`src/sv/pmt_pkg.sv`:
```
// Package for the program map section parser: phase encoding, record kinds
// and the result record layout. No dependencies.
`timescale 1ns / 1ps

package pmt_pkg;

  typedef enum logic [2:0] {
    PH_IDLE,
    PH_HEADER,
    PH_SKIP_PROG,
    PH_ENTRY,
    PH_SKIP_ES
  } phase_t;

  localparam logic [1:0] KIND_HEADER = 2'd0;
  localparam logic [1:0] KIND_ENTRY  = 2'd1;
  localparam logic [1:0] KIND_ERROR  = 2'd2;

  // Header byte positions of the fields captured after the table id.
  localparam logic [3:0] POS_LEN_HI  = 4'd1;
  localparam logic [3:0] POS_LEN_LO  = 4'd2;
  localparam logic [3:0] POS_PROG_HI = 4'd3;
  localparam logic [3:0] POS_PROG_LO = 4'd4;
  localparam logic [3:0] POS_VERSION = 4'd5;
  localparam logic [3:0] POS_SECT    = 4'd6;
  localparam logic [3:0] POS_LAST    = 4'd7;
  localparam logic [3:0] POS_PCR_HI  = 4'd8;
  localparam logic [3:0] POS_PCR_LO  = 4'd9;
  localparam logic [3:0] POS_INFO_HI = 4'd10;

  // Byte offsets inside one elementary stream entry.
  localparam logic [2:0] EB_TYPE    = 3'd0;
  localparam logic [2:0] EB_PID_HI  = 3'd1;
  localparam logic [2:0] EB_PID_LO  = 3'd2;
  localparam logic [2:0] EB_INFO_HI = 3'd3;

  // Fixed header bytes not counted in the entry loop, and entry size.
  localparam int unsigned HEADER_TAIL = 13;
  localparam int unsigned ENTRY_BYTES = 5;

  typedef struct packed {
    logic [1:0]  kind;
    logic [7:0]  tbl_id;
    logic [11:0] sect_len;
    logic [15:0] prog_num;
    logic [4:0]  version;
    logic        current_next;
    logic [7:0]  sect_num;
    logic [7:0]  last_sect_num;
    logic [12:0] pid;
    logic [11:0] info_length;
    logic [7:0]  stream_type;
    logic        last;
  } pmt_rec_t;

endpackage

```
`src/sv/pmt_section_parser.sv`:
```
// Top level of the program map section parser: byte parse logic feeding a
// buffered record output. Depends on pmt_pkg, pmt_parse and pmt_outbuf.
//
//   port group  dir  tdata                 tuser        tlast
//   s_*         in   data_byte             first        -
//   m_*         out  record fields (96b)   kind         last
//
// One byte per cycle while s_tready is high: each transfer updates counters
// and captured fields in the same cycle, and its record (if any) lands in the
// output register on that edge, or in the skid stage while the sink stalls.
// Records: one header or error record on header byte 11, one per stream entry
// on its fifth byte. Reset (rst, synchronous) idles the parser until a byte
// flagged as first. s_tready drops only while the skid stage holds a record
// that m_tready has not yet drained.
`timescale 1ns / 1ps

module pmt_section_parser #(
  parameter int LENGTH_LIMIT = 1021
) (
  input  logic        clk,
  input  logic        rst,
  input  logic        s_tvalid,
  output logic        s_tready,
  input  logic [7:0]  s_tdata,   // data_byte
  input  logic        s_tuser,   // first
  output logic        m_tvalid,
  input  logic        m_tready,
  // tbl_id[7:0], sect_len[19:8], prog_num[35:20],
  // version[40:36], current_next[41], sect_num[49:42],
  // last_sect_num[57:50], pid[70:58], info_length[82:71],
  // stream_type[90:83], zero fill[95:91]
  output logic [95:0] m_tdata,
  output logic [1:0]  m_tuser,   // kind
  output logic        m_tlast    // last
);
  import pmt_pkg::*;

  logic     in_xfer;
  logic     rec_valid;
  pmt_rec_t rec;
  pmt_rec_t out_rec;

  // Advance the parser only on a completed input transfer.
  assign in_xfer = s_tvalid && s_tready;

  pmt_parse #(
    .LENGTH_LIMIT(LENGTH_LIMIT)
  ) u_parse (
    .clk       (clk),
    .rst       (rst),
    .in_valid  (in_xfer),
    .data_byte (s_tdata),
    .first     (s_tuser),
    .rec_valid (rec_valid),
    .rec       (rec)
  );

  // Hold finished records while the sink stalls.
  pmt_outbuf u_outbuf (
    .clk       (clk),
    .rst       (rst),
    .in_valid  (rec_valid),
    .in_rec    (rec),
    .in_ready  (s_tready),
    .out_valid (m_tvalid),
    .out_ready (m_tready),
    .out_rec   (out_rec)
  );

  assign m_tdata = {5'b0,
                    out_rec.stream_type,
                    out_rec.info_length,
                    out_rec.pid,
                    out_rec.last_sect_num,
                    out_rec.sect_num,
                    out_rec.current_next,
                    out_rec.version,
                    out_rec.prog_num,
                    out_rec.sect_len,
                    out_rec.tbl_id};
  assign m_tuser = out_rec.kind;
  assign m_tlast = out_rec.last;

endmodule

```
`src/sv/pmt_parse.sv`:
```
// Byte-wise parse logic: phase, counters and captured fields; produces at most
// one record per accepted byte. Depends on pmt_pkg.
`timescale 1ns / 1ps

module pmt_parse #(
  parameter int LENGTH_LIMIT = 1021
) (
  input  logic              clk,
  input  logic              rst,
  input  logic              in_valid,
  input  logic [7:0]        data_byte,
  input  logic              first,
  output logic              rec_valid,
  output pmt_pkg::pmt_rec_t rec
);
  import pmt_pkg::*;

  phase_t      phase, phase_next;
  logic [3:0]  byte_position, byte_position_next;
  logic [2:0]  entry_byte, entry_byte_next;
  logic [11:0] skip_count, skip_count_next;
  logic signed [13:0] entries_left, entries_left_next;

  logic [7:0]  tbl_id, tbl_id_next;
  logic [11:0] sect_len, sect_len_next;
  logic [15:0] prog_num, prog_num_next;
  logic [4:0]  version, version_next;
  logic        current_next, current_next_next;
  logic [7:0]  sect_num, sect_num_next;
  logic [7:0]  last_sect_num, last_sect_num_next;
  logic [12:0] pcr_pid, pcr_pid_next;
  logic [3:0]  info_hi, info_hi_next;

  logic [7:0]  es_type, es_type_next;
  logic [12:0] es_pid, es_pid_next;
  logic [3:0]  es_info_hi, es_info_hi_next;

  logic [11:0] prog_info;
  logic [11:0] es_info;
  logic signed [14:0] rem_init, rem_entry;
  logic        done;

  assign prog_info = {info_hi, data_byte};
  assign es_info   = {es_info_hi, data_byte};
  assign rem_init  = 15'(sect_len) - 15'(HEADER_TAIL) - 15'(prog_info);
  assign rem_entry = 15'(entries_left) - 15'(ENTRY_BYTES) - 15'(es_info);
  assign done      = rem_entry[14] || (rem_entry == '0);

  always_comb begin
    phase_next          = phase;
    byte_position_next  = byte_position;
    entry_byte_next     = entry_byte;
    skip_count_next     = skip_count;
    entries_left_next   = entries_left;
    tbl_id_next         = tbl_id;
    sect_len_next       = sect_len;
    prog_num_next       = prog_num;
    version_next        = version;
    current_next_next   = current_next;
    sect_num_next       = sect_num;
    last_sect_num_next  = last_sect_num;
    pcr_pid_next        = pcr_pid;
    info_hi_next        = info_hi;
    es_type_next        = es_type;
    es_pid_next         = es_pid;
    es_info_hi_next     = es_info_hi;

    if (first) begin
      tbl_id_next        = data_byte;
      byte_position_next = POS_LEN_HI;
      phase_next         = PH_HEADER;
      entry_byte_next    = EB_TYPE;
    end else begin
      unique case (phase)
        PH_HEADER: begin
          byte_position_next = byte_position + 4'd1;
          unique case (byte_position)
            POS_LEN_HI:  sect_len_next[11:8] = data_byte[3:0];
            POS_LEN_LO:  sect_len_next[7:0]  = data_byte;
            POS_PROG_HI: prog_num_next[15:8] = data_byte;
            POS_PROG_LO: prog_num_next[7:0]  = data_byte;
            POS_VERSION: begin
              version_next      = data_byte[5:1];
              current_next_next = data_byte[0];
            end
            POS_SECT:    sect_num_next        = data_byte;
            POS_LAST:    last_sect_num_next   = data_byte;
            POS_PCR_HI:  pcr_pid_next[12:8]   = data_byte[4:0];
            POS_PCR_LO:  pcr_pid_next[7:0]    = data_byte;
            POS_INFO_HI: info_hi_next         = data_byte[3:0];
            default: begin
              // Last header byte: length check, then descriptors or entries.
              if (sect_len > 12'(LENGTH_LIMIT)) begin
                phase_next = PH_IDLE;
              end else begin
                entries_left_next = 14'(rem_init);
                skip_count_next   = prog_info;
                entry_byte_next   = EB_TYPE;
                phase_next        = (prog_info != '0) ? PH_SKIP_PROG : PH_ENTRY;
              end
            end
          endcase
        end
        PH_SKIP_PROG, PH_SKIP_ES: begin
          skip_count_next = skip_count - 12'd1;
          if (skip_count == 12'd1) begin
            phase_next = PH_ENTRY;
          end
        end
        PH_ENTRY: begin
          entry_byte_next = entry_byte + 3'd1;
          unique case (entry_byte)
            EB_TYPE:    es_type_next        = data_byte;
            EB_PID_HI:  es_pid_next[12:8]   = data_byte[4:0];
            EB_PID_LO:  es_pid_next[7:0]    = data_byte;
            EB_INFO_HI: es_info_hi_next     = data_byte[3:0];
            default: begin
              entry_byte_next = EB_TYPE;
              if (done) begin
                entries_left_next = '0;
                phase_next        = PH_IDLE;
              end else begin
                entries_left_next = 14'(rem_entry);
                if (es_info != '0) begin
                  skip_count_next = es_info;
                  phase_next      = PH_SKIP_ES;
                end
              end
            end
          endcase
        end
        default: ;
      endcase
    end
  end

  // Record for the current byte; header fields are complete when it fires.
  always_comb begin
    rec_valid          = 1'b0;
    rec.kind           = KIND_HEADER;
    rec.tbl_id         = tbl_id;
    rec.sect_len       = sect_len;
    rec.prog_num       = prog_num;
    rec.version        = version;
    rec.current_next   = current_next;
    rec.sect_num       = sect_num;
    rec.last_sect_num  = last_sect_num;
    rec.pid            = pcr_pid;
    rec.info_length    = prog_info;
    rec.stream_type    = '0;
    rec.last           = 1'b0;
    if (in_valid && !first) begin
      if (phase == PH_HEADER && byte_position > POS_INFO_HI) begin
        rec_valid = 1'b1;
        if (sect_len > 12'(LENGTH_LIMIT)) begin
          rec.kind = KIND_ERROR;
          rec.last = 1'b1;
        end
      end else if (phase == PH_ENTRY && entry_byte > EB_INFO_HI) begin
        rec_valid       = 1'b1;
        rec.kind        = KIND_ENTRY;
        rec.pid         = es_pid;
        rec.info_length = es_info;
        rec.stream_type = es_type;
        rec.last        = done;
      end
    end
  end

  always_ff @(posedge clk) begin
    if (rst) begin
      phase         <= PH_IDLE;
      byte_position <= '0;
      entry_byte    <= '0;
      skip_count    <= '0;
      entries_left  <= '0;
    end else if (in_valid) begin
      phase         <= phase_next;
      byte_position <= byte_position_next;
      entry_byte    <= entry_byte_next;
      skip_count    <= skip_count_next;
      entries_left  <= entries_left_next;
    end
  end

  always_ff @(posedge clk) begin
    if (in_valid) begin
      tbl_id        <= tbl_id_next;
      sect_len      <= sect_len_next;
      prog_num      <= prog_num_next;
      version       <= version_next;
      current_next  <= current_next_next;
      sect_num      <= sect_num_next;
      last_sect_num <= last_sect_num_next;
      pcr_pid       <= pcr_pid_next;
      info_hi       <= info_hi_next;
      es_type       <= es_type_next;
      es_pid        <= es_pid_next;
      es_info_hi    <= es_info_hi_next;
    end
  end

endmodule

```
`src/sv/pmt_outbuf.sv`:
```
// Output register with a skid stage for result records.
// Depends on pmt_pkg.
`timescale 1ns / 1ps

module pmt_outbuf (
  input  logic              clk,
  input  logic              rst,
  input  logic              in_valid,
  input  pmt_pkg::pmt_rec_t in_rec,
  output logic              in_ready,
  output logic              out_valid,
  input  logic              out_ready,
  output pmt_pkg::pmt_rec_t out_rec
);
  import pmt_pkg::*;

  logic     skid_valid;
  pmt_rec_t skid_rec;

  assign in_ready = !skid_valid;

  always_ff @(posedge clk) begin
    if (rst) begin
      out_valid  <= 1'b0;
      skid_valid <= 1'b0;
    end else if (!out_valid || out_ready) begin
      out_valid  <= skid_valid || in_valid;
      skid_valid <= 1'b0;
    end else if (in_valid) begin
      skid_valid <= 1'b1;
    end
  end

  always_ff @(posedge clk) begin
    if (!out_valid || out_ready) begin
      out_rec <= skid_valid ? skid_rec : in_rec;
    end else if (in_valid && !skid_valid) begin
      skid_rec <= in_rec;
    end
  end

endmodule
```
`config.mk`:
```
export PLATFORM = sky130hd
export DESIGN_NAME = pmt_section_parser
export DESIGN_NICKNAME = d
export VERILOG_FILES = /design/src/sv/pmt_pkg.sv /design/src/sv/pmt_section_parser.sv /design/src/sv/pmt_parse.sv /design/src/sv/pmt_outbuf.sv
export SDC_FILE = /design/constraint.sdc
export NUM_CORES = 1
export LEC_CHECK = 0
export BUFFER_PORTS_ARGS = -buffer_cell sky130_fd_sc_hd__clkbuf_2
export CAP_MARGIN = 10
export CORE_ASPECT_RATIO = 1.4
export CORE_MARGIN = 2
export CORE_UTILIZATION = 60
export CTS_CLUSTER_DIAMETER = 100
export DETAILED_ROUTE_END_ITERATION = 10
export PLACE_DENSITY = 0.85
export SETUP_SLACK_MARGIN = 0.05
export SLEW_MARGIN = 20
export SYNTH_ARGS = -nofsm -noshare
export SYNTH_HDL_FRONTEND = slang
export SYNTH_HIERARCHICAL = 1
export SYNTH_SLANG_ARGS = --single-unit
```
`constraint.sdc`:
```
create_clock -name clk -period 14.8 [get_ports clk]
set_clock_uncertainty 0.15 [all_clocks]
set_input_delay 0 -clock clk [delete_from_list [all_inputs] [get_ports clk]]
set_output_delay 0 -clock clk [all_outputs]
set_load 0.05 [all_outputs]
```
==> impl_metrics.yaml, run 1 <==
cts:
  clkSinkCount: 326
  cts_root_buf: "clkbuf_16"
  clock_latency_ps: 540
  cts_made_buffers: 28
  cts.path.max_buffers: 3
  ctsHtreeMaxLevel: 1
  clk_pin_slew_worst_paths_ps: 70
  cts_tree: "done"
critical_path:
  worstSetupEndpointType: "flip-flop"
  worstReg2RegStart: "u_outbuf/skid_valid$_SDFFE_PP0P_"
  highest_delay_cell_along_the_critical_path: "dlygate4sd3_1"
  worstPathCellList: "dlygate4sd3_1, clkbuf_2, buf_4, inv_1, ha_1, ha_1, fa_1, a211oi_1, o21ai_0, a211oi_1, o21ai_0, a2111o_1, o21a_2, o21ai_4, mux2_1"
  worst_r2r_endpoint: "u_outbuf/skid_rec[78]$_DFFE_PP_"
  r2r_setup_slack_ps: 10690
  max_stage_delay_ps: 530
  worstSetupStartpointType: "primary input"
  crit_path_max_fanout: 20
  reg2reg_depth: 9
  required_time_of_the_critical_path_ps: 15070
  setup.worst_path.class: "in -> reg"
  critPathArrivalTime_ps: 4560
synthesis:
  async_flop_share_pct: 0
  synth-edff-count: 288
  syn_avg_cell_area_sq_um: 14.3
  sequential_element_share_of_the_synthesized_area_pct: 65.1
  ys.flop_type: "edfxtp_1"
  synth_cell_type_count: 71
  yosysWarningCount: 6
  syn-cell-area_sq_mm: 0.0144
  postSynthCellCount: 1013
  synth_seq_cells: 326
timing:
  setup_tns_ps: 0
  finalCriticalPeriod_ps: 4280
  slew_viol_final: 0
  worstMarginPinSlew_ps: 1010
  grt_setup_unrepaired: "no"
  maxSlewHeadroom_pct: 32.1
  clock.fmax_mhz: 233
  finalSetupViolations: 0
  final-hold-violation-count: 0
  timing.final.crit_share_pct: 29.0
drt:
  drc: 0
  detail_route.wirelength_um: 30100
  via_density_per_instance: 6.05
  routed_via_count: 8828
  route.detailed.wl_per_inst_um: 20.6
  drt-initial-drc-count: 905
  postRouteAntennaNets: 0
  dr.pass1.iters: 7
final_layout:
  layout.cells.most_common_list: "edfxtp_1 (288), clkbuf_2 (108), mux2_2 (80), inv_1 (67)"
  multi_input_comb_area_sq_mm: 0.00452
  fillCellCount: 1554
  final-seq-area_sq_mm: 0.00941
  insertedDiodeCount: 0
  area.growth.synth_to_final_pct: 12.6
  post_route_cells_drive_above_1_share_pct: 25.2
  mostFrequentLayoutCell: "edfxtp_1"
  final_nets: 1191
  final_core_util_pct: 68.3
hold_path:
  hp-start: "m_tready"
  worst_hold_path.endpoint: "u_outbuf/out_rec[69]$_DFFE_PP_"
  holdPathStages: 2
  hold_path_class: "in -> reg"
global_routing:
  grt_start_max_net_pins: 64
  antenna_found_initial: 0
  grtUsageTotal_pct: 23.7
  global_route_total_overflow: 0
  vias_in_the_first_global_route: 8660
  grt_first_pass_wirelength_um: 46700
power:
  power.static_leakage_nw: 6.06
  power.total_w: 0.00182
  powerDensity_mw_per_mm2: 112
  vdd_ir_drop_max_v: 0.0000819
floorplanning:
  die-height_um: 188
  placeableCoreArea_sq_mm: 0.0238
  i_o_pin_cnt: 114
  die_w_um: 135
  floorplan.rows: 67
  initial_cell_density_of_the_core_pct: 60.7
  dieArea_sq_mm: 0.0254
status:
  run_status: "finished, final reports clean"
place:
  placement.io_buffers: 108
  place_congestion: 0.919
  hpwl_um: 19200
run:
  maxCapViolations: 0
area by class of cell:
class / instances / share of cell area (%)
well taps: 310 / 2.38
clock inverters: 17 / 1.18
multi-input cells: 572 / 27.8
repair buffers: 132 / 4.61
clock buffers: 35 / 4.66
flip-flops and latches: 326 / 57.8
inverters: 67 / 1.55
power by group:
| group | leakage (nW) | internal [W] | switching, W | total, W |
|---|---|---|---|---|
| sequential | 3.06 | 0.000996 | 0.00000276 | 0.000999 |
| clock | 0.459 | 0.000421 | 0.000321 | 0.000741 |
| combinational | 2.54 | 0.0000263 | 0.0000564 | 0.0000826 |
| total | 6.06 | 0.00144 | 0.000380 | 0.00182 |
flip-flops by register name, indices dropped and copies added (netlist names), 3 cells and up:
| register | count |
|---|---|
| u_outbuf/out_rec | 94 |
| u_outbuf/skid_rec | 94 |
| u_parse/prog_num | 16 |
| u_parse/entries_left | 14 |
| u_parse/es_pid | 13 |
| u_parse/pcr_pid | 13 |
| u_parse/sect_len | 12 |
| u_parse/skip_count | 12 |
| u_parse/es_type | 8 |
| u_parse/last_sect_num | 8 |
| u_parse/sect_num | 8 |
| u_parse/tbl_id | 8 |
| u_parse/version | 5 |
| u_parse/byte_position | 4 |
| u_parse/es_info_hi | 4 |
| u_parse/info_hi | 4 |
| u_parse/entry_byte | 3 |
| u_parse/phase | 3 |
worst max path at each step:
stage / depth (start not counted) / to / from / slack [ps]
floorplan: 2 / u_outbuf/skid_rec[0]$_DFFE_PP_ / u_outbuf/out_valid$_SDFFE_PP0P_ / 3930
global route: 15 / u_parse/skip_count[1]$_SDFFE_PP0P_ / s_tdata[1] / 10230
global placement: 14 / u_parse/skip_count[1]$_SDFFE_PP0P_ / s_tdata[1] / 10650
detailed placement: 14 / u_parse/skip_count[1]$_SDFFE_PP0P_ / s_tdata[1] / 10580
CTS: 15 / u_parse/skip_count[1]$_SDFFE_PP0P_ / s_tdata[1] / 10560
finish: 15 / u_parse/skip_count[1]$_SDFFE_PP0P_ / s_tdata[1] / 10520
stage by stage:
stage	cells	instance area, sq um	setup slack [ps]	hold slack [ps]
floorplan	1017	14500	3930	-80.9
global placement	1395	15200	10650	278
detailed placement	1395	15200	10580	283
CTS	1459	16300	10560	110
global route	1459	16300	10230	145
finish	1459	16300	10520	108
per-layer routing:
metal  share of wire, %  global-route usage (%)
met5                  0                       0
met4                4.0                    9.38
met3                5.0                    2.62
met2                 54                    43.0
met1                 37                    28.9
Yosys cell counts, types with 3 or more instances:
| cell | n | share of area (%) |
|---|---|---|
| a211o_1 | 5 | 0.30 |
| o21ai_0 | 46 | 1.6 |
| xnor2_1 | 18 | 1.1 |
| nor2_1 | 49 | 1.3 |
| o31ai_1 | 12 | 0.62 |
| nor3b_1 | 3 | 0.16 |
| nand2b_1 | 4 | 0.17 |
| nand2_1 | 30 | 0.78 |
| buf_6 | 7 | 0.55 |
| and4_1 | 3 | 0.18 |
| mux2_2 | 80 | 6.2 |
| clkbuf_1 | 19 | 0.49 |
| a21oi_1 | 34 | 1.2 |
| o211ai_1 | 6 | 0.31 |
| a31oi_1 | 10 | 0.43 |
| nand3_1 | 14 | 0.48 |
| or2_2 | 3 | 0.13 |
| o2111ai_1 | 5 | 0.30 |
| xor2_1 | 7 | 0.42 |
| dfxtp_1 | 38 | 5.3 |
| and3_1 | 8 | 0.35 |
| a221oi_1 | 3 | 0.18 |
| a22oi_1 | 5 | 0.26 |
| and2_1 | 20 | 0.87 |
| nor4_1 | 9 | 0.39 |
| or3_1 | 13 | 0.56 |
| ha_1 | 49 | 4.2 |
| or4_1 | 3 | 0.16 |
| a311oi_1 | 4 | 0.24 |
| nor2b_1 | 3 | 0.13 |
| buf_4 | 14 | 0.73 |
| edfxtp_1 | 288 | 60 |
| buf_2 | 12 | 0.42 |
| o22ai_1 | 4 | 0.17 |
| a211oi_1 | 7 | 0.36 |
| nor3_1 | 22 | 0.76 |
| inv_1 | 67 | 1.7 |
| mux2_4 | 27 | 2.8 |
| o41ai_1 | 3 | 0.18 |
| o21a_1 | 6 | 0.31 |
| o311ai_0 | 7 | 0.42 |
| a21o_1 | 8 | 0.42 |
kinds of logic after synthesis:
kind of cell / Yosys count / synth area share (%)
flip-flops: 326 / 65.1
AND/OR/NAND/NOR: 198 / 7.15
AO/OA/AOI/OAI: 183 / 8.49
buffers and inverters: 119 / 3.92
multiplexers: 110 / 9.26
adder cells (fa/ha/maj): 51 / 4.52
XOR/XNOR: 25 / 1.52
other: 1 / 0.0260
critical path: cells and delay by family:
| kind | cells | cell delay (ps) |
|---|---|---|
| AO/OA/AOI/OAI | 7 | 2140 |
| adder cells (fa/ha/maj) | 3 | 1000 |
| buffers and inverters | 4 | 1030 |
| multiplexers | 1 | 360 |
timing repair:
item / in CTS / in global routing
hold buffers: 12 / 0
gates resized for setup: 0 / 0
hold endpoints to repair: 121 / 0
setup buffers: 0 / 0
No activity file was read; power rests on OpenSTA's default activity.
==> run 2, diff against run 1 <==
--- a/config.mk
+++ b/config.mk
@@ -5,14 +5,15 @@
 export SDC_FILE = /design/constraint.sdc
 export NUM_CORES = 1
 export LEC_CHECK = 0
+export ABC_AREA = 1
 export BUFFER_PORTS_ARGS = -buffer_cell sky130_fd_sc_hd__clkbuf_2
 export CAP_MARGIN = 10
 export CORE_ASPECT_RATIO = 1.4
 export CORE_MARGIN = 2
-export CORE_UTILIZATION = 60
+export CORE_UTILIZATION = 54
 export CTS_CLUSTER_DIAMETER = 100
 export DETAILED_ROUTE_END_ITERATION = 10
-export PLACE_DENSITY = 0.85
+export PLACE_DENSITY = 0.81
 export SETUP_SLACK_MARGIN = 0.05
 export SLEW_MARGIN = 20
 export SYNTH_ARGS = -nofsm -noshare
==> constraint.sdc (replaced) <==
create_clock -name clk -period 3.45 [get_ports clk]
set_clock_uncertainty 0.15 [all_clocks]
set_input_delay 0 -clock clk [delete_from_list [all_inputs] [get_ports clk]]
set_output_delay 0 -clock clk [all_outputs]
set_load 0.05 [all_outputs]
==> impl_metrics.yaml, run 2 <==
status:
  run_status: "finished, final reports clean"
final_layout:
  layout.cells.most_common_list: "nand2_1 (488), edfxtp_1 (288), inv_1 (134), clkbuf_2 (108), nor2_1 (91)"
  mostFrequentLayoutCell: "nand2_1"
  area.growth.synth_to_final_pct: 13.9
  reg.largest.list: "u_outbuf/out_rec x94, u_outbuf/skid_rec x94, u_parse/prog_num x16"
  post-route-cell-area_sq_mm: 0.0167
  final_core_util_pct: 62.4
  post_route_cells_drive_above_1_share_pct: 13.8
  insertedDiodeCount: 0
  final_nets: 1600
timing:
  finalSetupViolations: 0
  slew_viol_final: 0
  clock.fmax_mhz: 321
  finalCriticalPeriod_ps: 3120
  maxSlewHeadroom_pct: 35.7
  grt_setup_unrepaired: "yes"
  worstMarginPinSlew_ps: 965
  final-hold-violation-count: 0
  setup_tns_ps: 0
  hold_ws_ps: 163
  timing.final.crit_share_pct: 90.4
critical_path:
  required_time_of_the_critical_path_ps: 3740
  worstSetupEndpointType: "flip-flop"
  max_stage_delay_ps: 450
  critPathArrivalTime_ps: 3410
  worst_r2r_endpoint: "u_parse/entries_left[13]$_SDFFE_PP0P_"
  reg2reg_depth: 19
  worstPathCellList: "inv_1, ha_1, nor2_1, nor2_1, nand2_1, nor3_2, xor2_1, ha_1, nand2_1, nor2_1, nand3_1, nand3_1, nand2_1, nand2_1, a21oi_1, o21ai_0, nand3_1, nand2_1, inv_1"
  crit_end: "u_parse/entries_left[13]$_SDFFE_PP0P_"
  crit_path_max_fanout: 6
  critPathMostFrequentCell: "nand2_1"
  worstSetupStartpointType: "flip-flop"
  worstReg2RegStart: "u_parse/sect_len[0]$_DFFE_PP_"
  setup.worst_path.class: "reg -> reg"
  setup.worst_path.start: "u_parse/sect_len[0]$_DFFE_PP_"
  r2r_setup_slack_ps: 330
  highest_delay_cell_along_the_critical_path: "edfxtp_1"
floorplanning:
  die_w_um: 143
  placeableCoreArea_sq_mm: 0.0267
  dieArea_sq_mm: 0.0285
  initial_cell_density_of_the_core_pct: 54.8
  floorplan.rows: 71
  die-height_um: 199
  i_o_pin_cnt: 114
global_routing:
  vias_in_the_first_global_route: 9765
  grt_first_pass_wirelength_um: 49600
  grt_start_max_net_pins: 97
  grtUsageTotal_pct: 22.3
  global_route_total_overflow: 0
  antenna_found_initial: 0
synthesis:
  synth-edff-count: 288
  syn-cell-area_sq_mm: 0.0146
  syn_avg_cell_area_sq_um: 10.4
  ys.flop_type: "edfxtp_1"
  postSynthCellCount: 1407
  synth_cell_type_count: 46
  sequential_element_share_of_the_synthesized_area_pct: 64.2
  yosysWarningCount: 6
  yosysTopAreaCellShare_pct: 59.1
  biggest_area_contributors_in_the_synthesized_netlist: "edfxtp_1 (59%), nand2_1 (13%), dfxtp_1 (5.2%), ha_1 (4.2%), inv_1 (3.5%)"
  async_flop_share_pct: 0
  yosys.area.top_type: "edfxtp_1"
  library_cell_with_the_highest_instance_count_after_synthesis: "nand2_1"
  synth_common_cells: "nand2_1 (493), edfxtp_1 (288), inv_1 (136)"
  synth_seq_cells: 326
drt:
  drt-initial-drc-count: 693
  via_density_per_instance: 5.27
  postRouteAntennaNets: 0
  dr.pass1.iters: 7
  route.detailed.wl_per_inst_um: 16.5
  drc: 0
  routed_via_count: 10100
  detail_route.wirelength_um: 31700
cts:
  cts_made_buffers: 28
  cts_root_buf: "clkbuf_16"
  cts_tree: "done"
  clk_pin_slew_worst_paths_ps: 70
  clkSinkCount: 326
  ctsHtreeMaxLevel: 1
  cts.path.max_buffers: 3
  clock_latency_ps: 560
  post-cts-setup-buffers: 0
run:
  maxCapViolations: 0
place:
  placement.io_buffers: 108
  placed_cell_area_sq_mm: 0.0156
  place_congestion: 0.900
  hpwl_um: 21000
power:
  powerDensity_mw_per_mm2: 491
  power.total_w: 0.00819
  power.static_leakage_nw: 7.11
  vdd_ir_drop_max_v: 0.000359
hold_path:
  hold_path_class: "in -> reg"
==> run 2: cell types whose count changed after synthesis, sizes merged, moves of 12 or more <==
cell / before / now
and2: 21 / 0
nand3: 14 / 44
a21oi: 36 / 56
or3: 13 / 0
inv: 67 / 144
mux2: 108 / 0
clkbuf: 19 / 7
nand2: 30 / 502
nor2: 50 / 99
==> run 2: routing by layer <==
metal / part of all wire (%) / track usage (%) / vias to the layer above
li1: - / - / 4912
met1: 38 / 26.5 / 4795
met2: 53 / 40.7 / 333
met3: 5.0 / 2.19 / 83
met4: 4.2 / 10.1 / 0
met5: 0 / 0 / -
==> run 2: worst min path at each step <==
| stage | from | endpoint | slack (ps) | cells after the start |
|---|---|---|---|---|
| 2_1_floorplan | s_tdata[0] | u_parse/current_next$_DFFE_PP_ | -50 | 0 |
| 3_3_place_gp | s_tdata[5] | u_parse/es_pid[5]$_DFFE_PP_ | 160 | 1 |
| 3_5_place_dp | s_tdata[5] | u_parse/es_pid[5]$_DFFE_PP_ | 150 | 1 |
| 4_1_cts | s_tdata[5] | u_parse/es_pid[5]$_DFFE_PP_ | 140 | 2 |
| 5_1_grt | s_tdata[5] | u_parse/es_pid[5]$_DFFE_PP_ | 150 | 2 |
| 6_report | s_tdata[5] | u_parse/es_pid[5]$_DFFE_PP_ | 160 | 2 |
==> run 2: timing repair <==
action | in CTS | in global routing
setup endpoints to repair | 0 | 4
endpoints found under the hold margin | 143 | 0
resized for setup | 0 | 3
hold buffers | 15 | 0
==> run 2: per-stage QoR <==
stage          std cells  setup WS [ps]
2_1_floorplan       1411           53.8
3_3_place_gp        1856            419
3_5_place_dp        1856            361
4_1_cts             1922            328
5_1_grt             1922           27.0
6_report            1922            333
==> run 2: cell type report <==
cell class	instances	area, sq um
fill	2050	10100
multi-input combinational	890	4450
inverter	146	553
tap	365	457
sequential	326	9410
timing repair buffer	144	861
clock buffer	32	737
clock inverter	19	208
==> run 2: worst max-delay path: cells and delay by family, from the launching register on <==
family / cells / cell delay (ps)
simple gates: 12 / 1280
fa+ha+maj: 2 / 580
flops: 1 / 450
compound gates: 2 / 280
xor+xnor: 1 / 160
buf+inv: 2 / 100
==> run 2: kinds of logic after synthesis <==
logic type | synth area share (%)
adder cells (fa/ha/maj) | 4.46
flip-flops | 64.2
XOR/XNOR | 1.44
other | 0.0256
AND/OR/NAND/NOR | 19.0
AO/OA/AOI/OAI | 4.86
buffers and inverters | 5.98
==> run 2: power breakdown <==
part	leakage, nW	switching (W)	internal [W]	total (W)
Sequential	3.05	0.0000313	0.00429	0.00433
Clock	0.468	0.00137	0.00184	0.00321
Combinational	3.59	0.000448	0.000210	0.000658
Total	7.11	0.00185	0.00634	0.00819
